[src/hw/rtl/bd_pkg.sv]
// Shared types, constants and helper functions of the binary32 divider.
// Used by the front end, the operand queue, the back end and the top level.
package bd_pkg;

  localparam int unsigned MantSize  = 23;
  localparam int unsigned ExpSize   = 8;
  localparam int unsigned FSize     = 32;
  localparam int unsigned IntMant   = FSize - 2;
  localparam int unsigned RndBits   = IntMant - MantSize;
  localparam int unsigned ExpW      = 11;
  localparam int unsigned QueueDepth = 2;

  localparam logic [FSize-1:0] QNanBits = 32'h7FC0_0000;
  localparam logic [7:0]       ExpAll   = 8'hFF;

  typedef enum logic [2:0] {
    RM_RNE = 3'd0,
    RM_RTZ = 3'd1,
    RM_RDN = 3'd2,
    RM_RUP = 3'd3,
    RM_RMM = 3'd4
  } rmode_e;

  typedef struct packed {
    logic invalid;
    logic divide_zero;
    logic overflow;
    logic underflow;
    logic inexact;
  } fl_t;

  // One classified operand pair as it travels from the front to the back.
  typedef struct packed {
    logic                   special;
    logic                   sign;
    logic signed [ExpW-1:0] exp;
    logic [MantSize:0]      am;
    logic [MantSize:0]      bm;
    logic [FSize-1:0]       res;
    fl_t                    flags;
  } op_t;

  typedef struct packed {
    logic full;
    logic empty;
  } q_status_t;

  // Left shift that brings the leading one of a subnormal significand to bit 23.
  function automatic logic [4:0] norm_shift(input logic [MantSize:0] m);
    logic [4:0] pos;
    pos = '0;
    for (int i = 0; i <= MantSize; i++) begin
      if (m[i]) pos = 5'(i);
    end
    return 5'(MantSize) - pos;
  endfunction

endpackage

[src/hw/rtl/bd_front.sv]
// Front end: registers the operand beat, unpacks and classifies it, resolves
// special operands and normalizes subnormals. Depends on bd_pkg.
module bd_front (
  input  logic                clk_i,
  input  logic                rst_ni,
  input  logic                in_valid_i,
  output logic                in_stall_o,
  input  logic [31:0]         dividend_i,
  input  logic [31:0]         divisor_i,
  output logic                push_o,
  input  bd_pkg::q_status_t   q_status_i,
  output bd_pkg::op_t         op_o
);
  import bd_pkg::*;

  logic        valid_q, valid_d;
  logic [31:0] a_q, b_q;

  assign in_stall_o = valid_q && q_status_i.full;
  assign push_o     = valid_q && !q_status_i.full;

  always_comb begin
    valid_d = valid_q;
    if (push_o || !valid_q) valid_d = in_valid_i;
  end

  always_ff @(posedge clk_i or negedge rst_ni) begin
    if (!rst_ni) begin
      valid_q <= 1'b0;
    end else begin
      valid_q <= valid_d;
    end
  end

  always_ff @(posedge clk_i) begin
    if (in_valid_i && !in_stall_o) begin
      a_q <= dividend_i;
      b_q <= divisor_i;
    end
  end

  always_comb begin
    logic [7:0]  ae, be;
    logic [22:0] af, bf;
    logic        a_nan, b_nan, a_snan, b_snan, a_zero, b_zero;
    logic [4:0]  sha, shb;
    logic signed [ExpW-1:0] ea, eb;
    ae = a_q[30:23];
    be = b_q[30:23];
    af = a_q[22:0];
    bf = b_q[22:0];
    ea = '0;
    eb = '0;
    a_nan  = (ae == ExpAll) && (af != '0);
    b_nan  = (be == ExpAll) && (bf != '0);
    a_snan = a_nan && !af[22];
    b_snan = b_nan && !bf[22];
    a_zero = (ae == '0) && (af == '0);
    b_zero = (be == '0) && (bf == '0);
    sha = norm_shift({1'b0, af});
    shb = norm_shift({1'b0, bf});

    op_o         = '0;
    op_o.sign    = a_q[31] ^ b_q[31];
    op_o.special = 1'b1;
    if (a_nan || b_nan) begin
      op_o.res           = QNanBits;
      op_o.flags.invalid = a_snan || b_snan;
    end else if (ae == ExpAll) begin
      if (be == ExpAll) begin
        op_o.res           = QNanBits;
        op_o.flags.invalid = 1'b1;
      end else begin
        op_o.res = {op_o.sign, ExpAll, 23'd0};
      end
    end else if (be == ExpAll) begin
      op_o.res = {op_o.sign, 31'd0};
    end else if (b_zero) begin
      if (a_zero) begin
        op_o.res           = QNanBits;
        op_o.flags.invalid = 1'b1;
      end else begin
        op_o.res               = {op_o.sign, ExpAll, 23'd0};
        op_o.flags.divide_zero = 1'b1;
      end
    end else if (a_zero) begin
      op_o.res = {op_o.sign, 31'd0};
    end else begin
      op_o.special = 1'b0;
      if (ae == '0) begin
        op_o.am = {1'b0, af} << sha;
        ea      = ExpW'(1) - ExpW'(sha);
      end else begin
        op_o.am = {1'b1, af};
        ea      = ExpW'(ae);
      end
      if (be == '0) begin
        op_o.bm = {1'b0, bf} << shb;
        eb      = ExpW'(1) - ExpW'(shb);
      end else begin
        op_o.bm = {1'b1, bf};
        eb      = ExpW'(be);
      end
      op_o.exp = ea - eb + ExpW'(127);
    end
  end

endmodule

[config.mk]
export PLATFORM = sky130hd
export DESIGN_NAME = bd_front
export DESIGN_NICKNAME = d
export VERILOG_FILES = /design/src/hw/rtl/bd_pkg.sv /design/src/hw/rtl/bd_front.sv
export SDC_FILE = /design/constraint.sdc
export NUM_CORES = 1
export LEC_CHECK = 0
export BUFFER_PORTS_ARGS = -buffer_cell sky130_fd_sc_hd__buf_2
export CAP_MARGIN = 5
export CORE_UTILIZATION = 32
export CTS_BUF_LIST = sky130_fd_sc_hd__clkbuf_2 sky130_fd_sc_hd__clkbuf_4 sky130_fd_sc_hd__clkbuf_8
export DETAILED_ROUTE_END_ITERATION = 7
export HOLD_SLACK_MARGIN = 0.12
export SKIP_LAST_GASP = 1
export SYNTH_ARGS = -nofsm -noshare
export SYNTH_HDL_FRONTEND = slang
export SYNTH_SLANG_ARGS = --single-unit
[constraint.sdc]
create_clock -name clk_i -period 7.6 [get_ports clk_i]
set_clock_uncertainty 0.15 [all_clocks]
set_input_delay 0.38 -clock clk_i [delete_from_list [all_inputs] [get_ports clk_i]]
set_output_delay 0.38 -clock clk_i [all_outputs]
set_load 0.02 [all_outputs]
==> impl_metrics.yaml <==
outcome:
  status: "finished, violations left"
  violations: "DRC"
placement:
  dp_cells: 1235
  place_area_um2: 7926
  hpwl_um: 18880
  io_buffers: 142
  globalplace.congestion: 0.9368
cts:
  clockBufferDepth: 2
  insertion_delay_ns: 0.37
  clock-root-buffer: "clkbuf_8"
  cts_tree: "built"
  hold_buffers: 66
  htreeDepth: 3
  cts_sinks: 65
  cts_setup_buffers: 0
  cts_buffers: 9
  clk_pin_slew_ns: 0.07
  post_cts_resized: 0
drt:
  drc: 10
  vias: 7739
  routed_wl_um: 26170
  initialDrtViolationCount: 783
  first_pass_iters: 8
  wire_per_inst_um: 19.90
  drt-vias-per-instance: 5.885
  ant_nets: 0
setup_path:
  endpoint_kind: "primary output"
  critical_path.startpoint_type: "register"
  critical_path_class: "register to primary output"
  startpoint: "a_q[8]"
  cp.required_ns: 7.07
  worstRegToRegCells: 3
  crit_fanout: 21
  reg2reg_to: "a_q[0]"
  critical_path_arrival_ns: 5.70
  endpoint: "op_o[94]"
  reg2reg_setup_slack_ns: 5.72
  timing.rr.start: "valid_q"
sta:
  rsz0062_at_grt: "no"
  worst_slew_pin_slew_ns: 0.9645
  hold_violations: 0
  relSlewSlack: 0.3521
  fin_crit_ns: 6.229
  finalCritPeriodShare: 0.8195
  maxSlewViolCount: 0
  setup_viol: 0
  fin_tns_setup_ns: 0
  max_freq_ghz: 0.1606
die:
  die_y_um: 152.3
  pin_count: 169
  dieArea_um2: 23200
  die_x_um: 152.3
  start_util: 0.3293
  core_um2: 21960
  row_count: 54
power:
  finalPower_uw: 1145
  p_leak_uw: 0.003555
  vdd_ir_drop_max_mv: 0.07110
  power.density_nw_per_um2: 130.7
global_routing:
  grt_pass1_wl_um: 40920
  grtUsageMet2: 0.3417
  overflow: 0
  grt_use_met1: 0.2995
  first_global_vias: 7319
  grtUsageMet3: 0.04693
  busiest_layer: "met2"
  grt_usage: 0.2235
  grt_max_degree: 65
  antenna_found_initial: 0
yosys:
  async_flop_share: 0.01538
  yosysSeqAreaShare: 0.2692
  synth_top_family_by_area: "compound AO/OA/AOI/OAI gates"
  netlist_area_um2: 7232
  ys_warn_count: 0
  synth_adder_area_share: 0.04083
  synthCells: 876
  synthSimpleGateAreaFrac: 0.1952
  synth-xor-area-share: 0.008478
  synth_ff_type: "edfxtp_1"
  synth_compound_area_frac: 0.2991
  ys_types: 89
  synth.avg_cell_area_um2: 8.256
  muxShareOfSynthArea: 0.08858
  synth_edf_count: 64
  ys_seq_elements: 65
finish:
  drive_above_1_share: 0.2106
  final_common_cell: "buf_2"
  postLayoutCoreUtil: 0.3989
  nNetsFinal: 1124
  syn2layout_area_growth_pct: 21.12
  mostFrequentLayoutCells: "buf_2, nor2_1, dlygate4sd3_1"
  antennaDiodeCount: 0
  final_area_um2: 8760
  layout.cells.non_filler: 1315
job:
  cap_violations: 0
hold_path:
  hold_class: "primary input to async pin"
-- worst max-delay path: stages, from the launching register on --
cell and delay (ns):
edfxtp_1 0.53, nor4_1 0.65, a21oi_1 0.17, o21a_1 0.21, inv_1 0.61, nand2_1 0.37, or3_1 0.40, a31o_2 0.24
ha_1 0.29, ha_1 0.29, o21ai_0 0.11, a21boi_0 0.16, o21ai_0 0.25, a21boi_0 0.15, o21a_1 0.19, or3_1 0.30
a21oi_1 0.18, buf_2 0.21
-- how the worst min path moves through the flow --
stage	cells past startpoint	end	slack, ns
after floorplan	0	valid_q	-0.07
after global placement	1	valid_q	0.005
after detailed placement	1	valid_q	0.007
after CTS	2	valid_q	0.14
after global routing	2	valid_q	0.15
final	2	valid_q	0.17
-- synthesized netlist by cell type (all sizes together), types with 19 or more instances --
cell,n,share of area
nand2,62,0.032
a211oi,30,0.033
mux2i,43,0.060
nor3,33,0.023
a21oi,56,0.042
inv,34,0.018
o21ai,53,0.038
nor2,86,0.045
clkbuf,35,0.019
edfxtp,64,0.27
buf,66,0.061
nand3,19,0.013
ha,22,0.038
-- area by class of cell --
class / count / area (um2)
clock buffer: 9 / 123.9
clock inverter: 5 / 48.80
fill: 2238 / 13200
inverter: 36 / 135.1
multi-input combinational: 698 / 4678
sequential: 65 / 1947
tap: 280 / 350.3
timing repair buffer: 222 / 1476
-- per-layer routing --
layer	part of all wire	up-vias	wire length, um
li1	-	3601	-
met1	0.43	3590	11200
met2	0.43	476	11350
met3	0.098	72	2555
met4	0.041	0	1069
met5	0	-	0
-- through the flow --
| stage | worst slack [ns] | hold slack, ns |
|---|---|---|
| final | 1.371 | 0.1721 |
| after global routing | 0.8759 | 0.1486 |
| after CTS | 1.410 | 0.1375 |
| after detailed placement | 1.879 | 0.006770 |
| after global placement | 1.923 | 0.005058 |
| after floorplan | 2.336 | -0.06559 |
-- power by group --
| part | switching [uW] | internal (uW) | leakage, uW |
|---|---|---|---|
| logic | 238 | 161 | 0.00284 |
| registers | 42.6 | 420 | 0.000620 |
| clock network | 139 | 145 | 0.0000921 |
| total | 420 | 725 | 0.00356 |
-- sequential cells by signal, summed over array words and instances (netlist names) --
register / cells
a_q: 32
b_q: 32
valid_q: 1
-- kinds of logic (layout without fill, tap and decap cells) --
family                     count (synthesis)  in the layout
adders and majority gates                 23             23
xor gates and xnor gates                   7              7
buffers and inverters                    137            272
other                                      1             25
and+or+nand+nor                          290            290
muxes                                     56             56
DFF                                       65             65
AOI/OAI and AO/OA                        297            297
(Power assumes the default switching activity.)
