`config.mk`:
```
export PLATFORM = sky130hd
export DESIGN_NAME = bd_queue
export DESIGN_NICKNAME = d
export VERILOG_FILES = /design/src/hw/rtl/bd_pkg.sv /design/src/hw/rtl/bd_queue.sv
export SDC_FILE = /design/constraint.sdc
export NUM_CORES = 1
export LEC_CHECK = 0
export CORE_ASPECT_RATIO = 0.75
export CORE_MARGIN = 8
export CORE_UTILIZATION = 62
export CTS_CLUSTER_SIZE = 20
export DETAILED_ROUTE_END_ITERATION = 16
export DONT_BUFFER_PORTS = 1
export PLACE_DENSITY = 0.78
export RECOVER_POWER = 50
export SKIP_CTS_REPAIR_TIMING = 1
export SYNTH_ARGS = -nofsm -noshare
export SYNTH_HDL_FRONTEND = slang
export SYNTH_SLANG_ARGS = --single-unit
```
`constraint.sdc`:
```
create_clock -name clk_i -period 5.9 [get_ports clk_i]
set_clock_uncertainty 0.2 [all_clocks]
set_input_delay 1.18 -clock clk_i [delete_from_list [all_inputs] [get_ports clk_i]]
set_output_delay 1.18 -clock clk_i [all_outputs]
set_load 0.01 [all_outputs]
```
`src/hw/rtl/bd_pkg.sv`:
```
// Shared types, constants and helper functions of the binary32 divider.
// Used by the front end, the operand queue, the back end and the top level.
package bd_pkg;

  localparam int unsigned MantSize  = 23;
  localparam int unsigned ExpSize   = 8;
  localparam int unsigned FSize     = 32;
  localparam int unsigned IntMant   = FSize - 2;
  localparam int unsigned RndBits   = IntMant - MantSize;
  localparam int unsigned ExpW      = 11;
  localparam int unsigned QueueDepth = 2;

  localparam logic [FSize-1:0] QNanBits = 32'h7FC0_0000;
  localparam logic [7:0]       ExpAll   = 8'hFF;

  typedef enum logic [2:0] {
    RM_RNE = 3'd0,
    RM_RTZ = 3'd1,
    RM_RDN = 3'd2,
    RM_RUP = 3'd3,
    RM_RMM = 3'd4
  } rmode_e;

  typedef struct packed {
    logic invalid;
    logic divide_zero;
    logic overflow;
    logic underflow;
    logic inexact;
  } fl_t;

  // One classified operand pair as it travels from the front to the back.
  typedef struct packed {
    logic                   special;
    logic                   sign;
    logic signed [ExpW-1:0] exp;
    logic [MantSize:0]      am;
    logic [MantSize:0]      bm;
    logic [FSize-1:0]       res;
    fl_t                    flags;
  } op_t;

  typedef struct packed {
    logic full;
    logic empty;
  } q_status_t;

  // Left shift that brings the leading one of a subnormal significand to bit 23.
  function automatic logic [4:0] norm_shift(input logic [MantSize:0] m);
    logic [4:0] pos;
    pos = '0;
    for (int i = 0; i <= MantSize; i++) begin
      if (m[i]) pos = 5'(i);
    end
    return 5'(MantSize) - pos;
  endfunction

endpackage

```
`src/hw/rtl/bd_queue.sv`:
```
// Short register queue between the front and back ends of the divider.
// Depends on bd_pkg for the entry and status types.
module bd_queue #(
  parameter int unsigned Depth = bd_pkg::QueueDepth
) (
  input  logic              clk_i,
  input  logic              rst_ni,
  input  logic              push_i,
  input  bd_pkg::op_t       wdata_i,
  input  logic              pop_i,
  output bd_pkg::op_t       rdata_o,
  output bd_pkg::q_status_t status_o
);
  import bd_pkg::*;

  localparam int unsigned PtrW = (Depth > 1) ? $clog2(Depth) : 1;
  localparam int unsigned CntW = $clog2(Depth + 1);

  op_t             mem_q [Depth];
  logic [PtrW-1:0] wr_q, rd_q;
  logic [CntW-1:0] cnt_q;
  logic            do_push, do_pop;

  assign status_o.full  = (cnt_q == CntW'(Depth));
  assign status_o.empty = (cnt_q == '0);
  assign do_push = push_i && !status_o.full;
  assign do_pop  = pop_i && !status_o.empty;
  assign rdata_o = mem_q[rd_q];

  always_ff @(posedge clk_i or negedge rst_ni) begin
    if (!rst_ni) begin
      wr_q  <= '0;
      rd_q  <= '0;
      cnt_q <= '0;
    end else begin
      if (do_push) wr_q <= (wr_q == PtrW'(Depth - 1)) ? '0 : wr_q + 1'b1;
      if (do_pop)  rd_q <= (rd_q == PtrW'(Depth - 1)) ? '0 : rd_q + 1'b1;
      cnt_q <= cnt_q + CntW'(do_push) - CntW'(do_pop);
    end
  end

  always_ff @(posedge clk_i) begin
    if (do_push) mem_q[wr_q] <= wdata_i;
  end

endmodule

```
==> impl_metrics.py, run 1 <==
metrics = {
    "status": {
        "outcome": "finished, violations left",
        "failed_checks": "capacitance limit, slew limit",
    },
    "cells_and_area": {
        "num_antenna_cells": 0,
        "finish.net_count": 439,
        "sequential_cell_area_um2": 5990,
        "most-common-layout-cells": "sky130_fd_sc_hd__edfxtp_1 (196), sky130_fd_sc_hd__mux2_2 (88), sky130_fd_sc_hd__clkbuf_16 (17), sky130_fd_sc_hd__mux2_4 (10)",
        "n_fill_cell": 687,
        "area_delta_synth_final_pct": 11.1,
        "combined_area_of_the_multi_input_logic_cells_um2": 1240,
        "final_layout_size_suffix_gt1_frac": 0.391,
        "final_cell_area_um2": 8110,
        "layout.cells.most_common": "sky130_fd_sc_hd__edfxtp_1",
    },
    "yosys": {
        "synthDominantCellAreaShare": 0.806,
        "synth.top_cells.by_area": "sky130_fd_sc_hd__edfxtp_1 (81%), sky130_fd_sc_hd__mux2_2 (14%), sky130_fd_sc_hd__mux2_4 (2.1%), sky130_fd_sc_hd__dfrtp_1 (1.4%), sky130_fd_sc_hd__buf_2 (0.55%)",
        "syn_area_per_cell_um2": 22.6,
        "yosysTopAreaCell": "sky130_fd_sc_hd__edfxtp_1",
        "synthesis.area_um2": 7300,
        "synth_cell_types": 15,
        "postSynthCellCount": 323,
        "synth_warnings": 0,
        "synth.yosys.seq_area_share": 0.820,
        "syn_nets": 427,
        "ys_ff_latch": 200,
    },
    "route": {
        "drt_first_pass_iters": 4,
        "top_layer_used": "met4",
        "drc": 0,
        "num_vias": 2917,
        "postRouteWirelength_um": 13100,
        "detailroute.wirelength.met3_um": 1890,
        "avgViaCountPerCell": 5.72,
        "final_antenna_net_count": 0,
        "avgRoutedWirePerCell_um": 25.6,
        "wirelength_met1_um": 4910,
        "met2WireLength_um": 6160,
        "detail_route.iter0.violations": 200,
    },
    "timing": {
        "final_min_period_over_clock_period": 0.678,
        "worst_pin_slew_ps": 2620,
        "grt_setup_unrepaired": "no",
        "maxClockFrequency_mhz": 250,
        "maxSlewViolCount": 59,
        "hold_violation_count_in_the_final_report": 0,
        "slew-limit-headroom": -0.746,
        "finalWorstPathRequiredPeriod_ps": 4000,
        "tns_ps": 0,
        "setup_viol": 0,
    },
    "place": {
        "port-buffer-count": 0,
        "gp_congestion": 0.743,
        "placed_cell_area_um2": 7470,
        "place_hpwl_um": 9000,
    },
    "floorplanning": {
        "chipWidth_um": 141,
        "design.die.area_um2": 15500,
        "ios": 202,
        "core-area_um2": 11500,
        "die_height_um": 110,
        "placement_rows": 34,
        "initial_core_util": 0.633,
    },
    "setup_path": {
        "cp.buffers_inverters": 1,
        "slowest_delay_ps": 1910,
        "crit_path_max_fanout": 58,
        "crit_path_top_delay_cell": "sky130_fd_sc_hd__and3_1",
        "critical-path-top-delay-family": "simple AND/OR/NAND/NOR gates",
        "cp_data_arrival_time_ps": 3850,
        "crit_required_ps": 5750,
        "timing_worst_setup_path_type": "in2reg",
        "regToRegEndpoint": "mem_q[1][55]",
        "worstSetupStartpointType": "primary input",
        "critical_path.endpoint_type": "flop",
        "critical_path.cell_chain": "and3_1 > buf_4",
        "worst-r2r-setup-slack_ps": 2040,
        "reg_to_reg_startpoint": "cnt_q[1]",
        "timing.reg2reg.worst_path_depth": 3,
    },
    "grt": {
        "grt-ovfl-total": 0,
        "grt_antenna_before_repair": 0,
        "grt_pass1_wl_um": 18500,
        "first_global_vias": 3049,
        "track_usage": 0.165,
        "grt_max_degree": 59,
    },
    "power_and_ir_drop": {
        "power_leakage_nw": 2.69,
        "netSwitchingFraction": 0.285,
        "cellPowerDensity_nw_per_um2": 528,
        "intPower_mw": 3.06,
        "switching_power_mw": 1.22,
        "seq_power_share": 0.490,
        "p_clk_frac": 0.284,
        "totalPowerFinal_mw": 4.28,
        "power.ir.vdd_worst_mv": 0.332,
        "pwr-share-comb": 0.226,
    },
    "clock_network": {
        "clkSinkCount": 200,
        "htree_levels": 4,
        "clk_transition_reported_paths_ps": 70,
        "clk_latency_ps": 420,
        "clk_root_buffer_cell": "sky130_fd_sc_hd__clkbuf_16",
        "cts_max_path_buffers": 2,
        "cts_tree": "yes",
        "cts-buffers-inserted": 17,
    },
    "hold_path": {
        "timing.hold.worst.class": "in2async",
    },
    "run": {
        "cap_viol_max_count": 1,
    },
}
## state kept, by name, summed over array words and instances, names as in the netlist
register  cells
cnt_q         2
mem_q       196
wr_q          1
rd_q          1
## worst max path at each step
stage | startpoint | endpoint | slack (ps) | cells past startpoint
global route | push_i | mem_q[1][55] | 1670 | 2
finish | push_i | mem_q[1][55] | 1900 | 2
detailed placement | rd_q | rdata_o[4] | 2520 | 2
global placement | rd_q | rdata_o[15] | 2560 | 2
CTS | rd_q | rdata_o[92] | 2060 | 2
floorplan | push_i | mem_q[0][0] | 1440 | 2
## power by group through the flow
stage | Sequential (mW) | Clock (mW) | Combinational (mW)
after detailed placement | 2.12 | 0 | 0.986
after CTS | 2.10 | 1.24 | 0.997
after floorplan | 2.05 | 0 | 0.881
after global routing | 2.13 | 1.29 | 1.03
final | 2.10 | 1.22 | 0.969
after global placement | 2.11 | 0 | 0.968
## worst reg2reg max path, delay by kind of cell (launching register included)
kind	cells	cell delay (ps)
flip-flops	1	420
AND/OR/NAND/NOR	2	2100
buffers and inverters	1	750
## cells in the mapped netlist, drive strengths merged
cell type	n
dfrtp	4
edfxtp	196
xor2	1
inv	2
nor2	2
mux2	98
nand2b	1
buf	11
nand2	1
xnor2	3
ha	2
nor2b	1
and3	1
## layer usage
| metal | vias up | GRT usage |
|---|---|---|
| li1 | 1306 | - |
| met1 | 1451 | 0.171 |
| met2 | 152 | 0.267 |
| met3 | 8 | 0.111 |
| met4 | 0 | 0.0573 |
| met5 | - | 0 |
## logic make-up after synthesis
kind of cell	after synthesis	share of synthesized area
simple gates	6	0.00412
buf+inv	13	0.0111
flops	200	0.820
fa+ha+maj	2	0.00343
mux	98	0.156
xor+xnor	4	0.00480
## cell type report
cell class                      count  area share
Sequential cell                   200       0.739
Clock inverter                     15      0.0267
Clock buffer                       17      0.0525
Multi-Input combinational cell    110       0.153
Timing Repair Buffer                4     0.00370
Tap cell                          162      0.0250
Inverter                            2    0.000926
## metrics by stage
stage / worst slack [ps] / utilization / hold WS, ps / instances
2_1_floorplan: 1440 / - / 268 / 323
3_3_place_gp: 2560 / 0.648 / 286 / 478
3_5_place_dp: 2520 / 0.648 / 302 / 478
4_1_cts: 2060 / 0.704 / 232 / 510
5_1_grt: 1670 / 0.703 / 221 / 510
6_report: 1900 / 0.703 / 250 / 510
Note: power is estimated with default switching activity, not from simulation.
==> run 2: changes to the inputs <==
==> constraint.sdc (replaced) <==
create_clock -name clk_i -period 4.1 [get_ports clk_i]
set_clock_uncertainty 0.2 [all_clocks]
set_input_delay 0.82 -clock clk_i [delete_from_list [all_inputs] [get_ports clk_i]]
set_output_delay 0.82 -clock clk_i [all_outputs]
set_load 0.01 [all_outputs]
==> impl_metrics.py, run 2 (same netlist as run 1, synthesis figures left out) <==
metrics = {
    "route": {
        "detail_route.iter0.violations": 137,
        "drc": 0,
        "drt_first_pass_iters": 4,
        "avgRoutedWirePerCell_um": 25.8,
        "avgViaCountPerCell": 5.73,
        "postRouteWirelength_um": 13300,
        "final_antenna_net_count": 0,
        "num_vias": 2942,
    },
    "grt": {
        "grt_antenna_before_repair": 0,
        "grt_max_degree": 64,
        "first_global_vias": 3196,
        "track_usage": 0.168,
        "grt-ovfl-total": 0,
        "grt_pass1_wl_um": 18800,
    },
    "floorplanning": {
        "placement_rows": 34,
        "die_height_um": 110,
        "ios": 202,
        "chipWidth_um": 141,
        "design.die.area_um2": 15500,
        "core-area_um2": 11500,
        "initial_core_util": 0.633,
    },
    "place": {
        "place_hpwl_um": 9240,
        "dp.cells": 480,
        "placed_cell_area_um2": 7500,
        "port-buffer-count": 0,
        "gp_congestion": 0.745,
    },
    "cells_and_area": {
        "finish.net_count": 442,
        "area_delta_synth_final_pct": 11.0,
        "n_fill_cell": 685,
        "regMostFlops": "mem_q",
        "most-common-layout-cells": "sky130_fd_sc_hd__edfxtp_1 (196), sky130_fd_sc_hd__mux2_2 (88), sky130_fd_sc_hd__clkbuf_16 (17), sky130_fd_sc_hd__mux2_4 (10), sky130_fd_sc_hd__buf_4 (5)",
        "final_cell_area_um2": 8100,
        "reg.largest.list": "mem_q x196, cnt_q x2",
        "largest_register_ff_count": 196,
        "layout.cells.most_common": "sky130_fd_sc_hd__edfxtp_1",
        "num_antenna_cells": 0,
        "non_filler_instances": 513,
        "final_layout_size_suffix_gt1_frac": 0.393,
    },
    "hold_path": {
        "timing.hold.worst.class": "in2reg",
    },
    "setup_path": {
        "crit_path_top_delay_cell": "sky130_fd_sc_hd__dfrtp_4",
        "slowest_delay_ps": 1010,
        "cp_data_arrival_time_ps": 2310,
        "worstSetupStartpointType": "flop",
        "timing_worst_setup_path_type": "reg2out",
        "crit_required_ps": 3080,
        "critical_path.cell_chain": "buf_4 > mux2_2",
        "critical_path.endpoint_type": "output pin",
        "cp.buffers_inverters": 1,
        "critical-path-top-delay-family": "flip-flops",
        "crit_path_max_fanout": 63,
    },
    "timing": {
        "final_min_period_over_clock_period": 0.812,
        "tns_ps": 0,
        "maxSlewViolCount": 0,
        "worst_pin_slew_ps": 1450,
        "finalWorstPathRequiredPeriod_ps": 3330,
        "slew-limit-headroom": 0.0361,
        "grt_setup_unrepaired": "no",
        "setup_viol": 0,
        "maxClockFrequency_mhz": 300,
        "hold_violation_count_in_the_final_report": 0,
    },
    "status": {
        "outcome": "completed",
    },
    "clock_network": {
        "cts_max_path_buffers": 2,
        "cts_tree": "yes",
        "clk_transition_reported_paths_ps": 70,
        "clkSinkCount": 200,
        "clk_latency_ps": 410,
        "cts-buffers-inserted": 17,
        "htree_levels": 4,
        "clk_root_buffer_cell": "sky130_fd_sc_hd__clkbuf_16",
    },
    "power_and_ir_drop": {
        "power_leakage_nw": 2.67,
        "totalPowerFinal_mw": 6.07,
        "power.ir.vdd_worst_mv": 0.598,
        "cellPowerDensity_nw_per_um2": 750,
    },
    "run": {
        "cap_viol_max_count": 0,
    },
}
[run 2: layout make-up]
class	instances	area [um^2]	area share
Sequential cell	200	5990	0.740
Multi-Input combinational cell	110	1240	0.153
Clock buffer	17	425	0.0525
Tap cell	162	203	0.0250
Clock inverter	15	165	0.0204
Timing Repair Buffer	7	67.6	0.00834
Inverter	2	7.51	0.000927
[run 2: report_power, final]
group | total (mW) | switching (mW) | internal (mW)
sequential | 3.04 | 0.242 | 2.80
clock | 1.63 | 0.721 | 0.914
combinational | 1.39 | 0.813 | 0.582
total | 6.07 | 1.78 | 4.30
[run 2: path summary, 6_finish.rpt]
kind | startpoint | endpoint | slack, ps | depth (start not counted)
worst max-delay path | rd_q | rdata_o[95] | 770 | 2
worst min register to register | cnt_q[1] | cnt_q[1] | 320 | 1
worst min-delay path | wdata_i[94] | mem_q[1][94] | 290 | 0
worst max register to register | cnt_q[1] | mem_q[1][27] | 1320 | 3
max in group asynchronous | rst_ni | rd_q | 3040 | 1
min in group asynchronous | rst_ni | cnt_q[0] | 470 | 1
[run 2: routing by layer]
layer,track usage,wire length (um),vias up
li1,-,-,1307
met1,0.174,4620,1476
met2,0.264,6410,143
met3,0.116,2070,16
met4,0.0719,162,0
met5,0,0,-
[run 2: through the flow]
| step | util | hold slack, ps | setup slack (ps) |
|---|---|---|---|
| after floorplan | - | 268 | 303 |
| after global placement | 0.651 | 290 | 1230 |
| final | 0.702 | 294 | 769 |
| after detailed placement | 0.651 | 308 | 1210 |
| after global routing | 0.702 | 272 | 657 |
| after CTS | 0.702 | -124 | 750 |
[run 2: worst register-to-register path, cell delays in order, from the launching register on]
cell and delay [ps]:
sky130_fd_sc_hd__dfrtp_1 410, sky130_fd_sc_hd__nand2b_1 130, sky130_fd_sc_hd__and3_2 1170, sky130_fd_sc_hd__buf_4 530
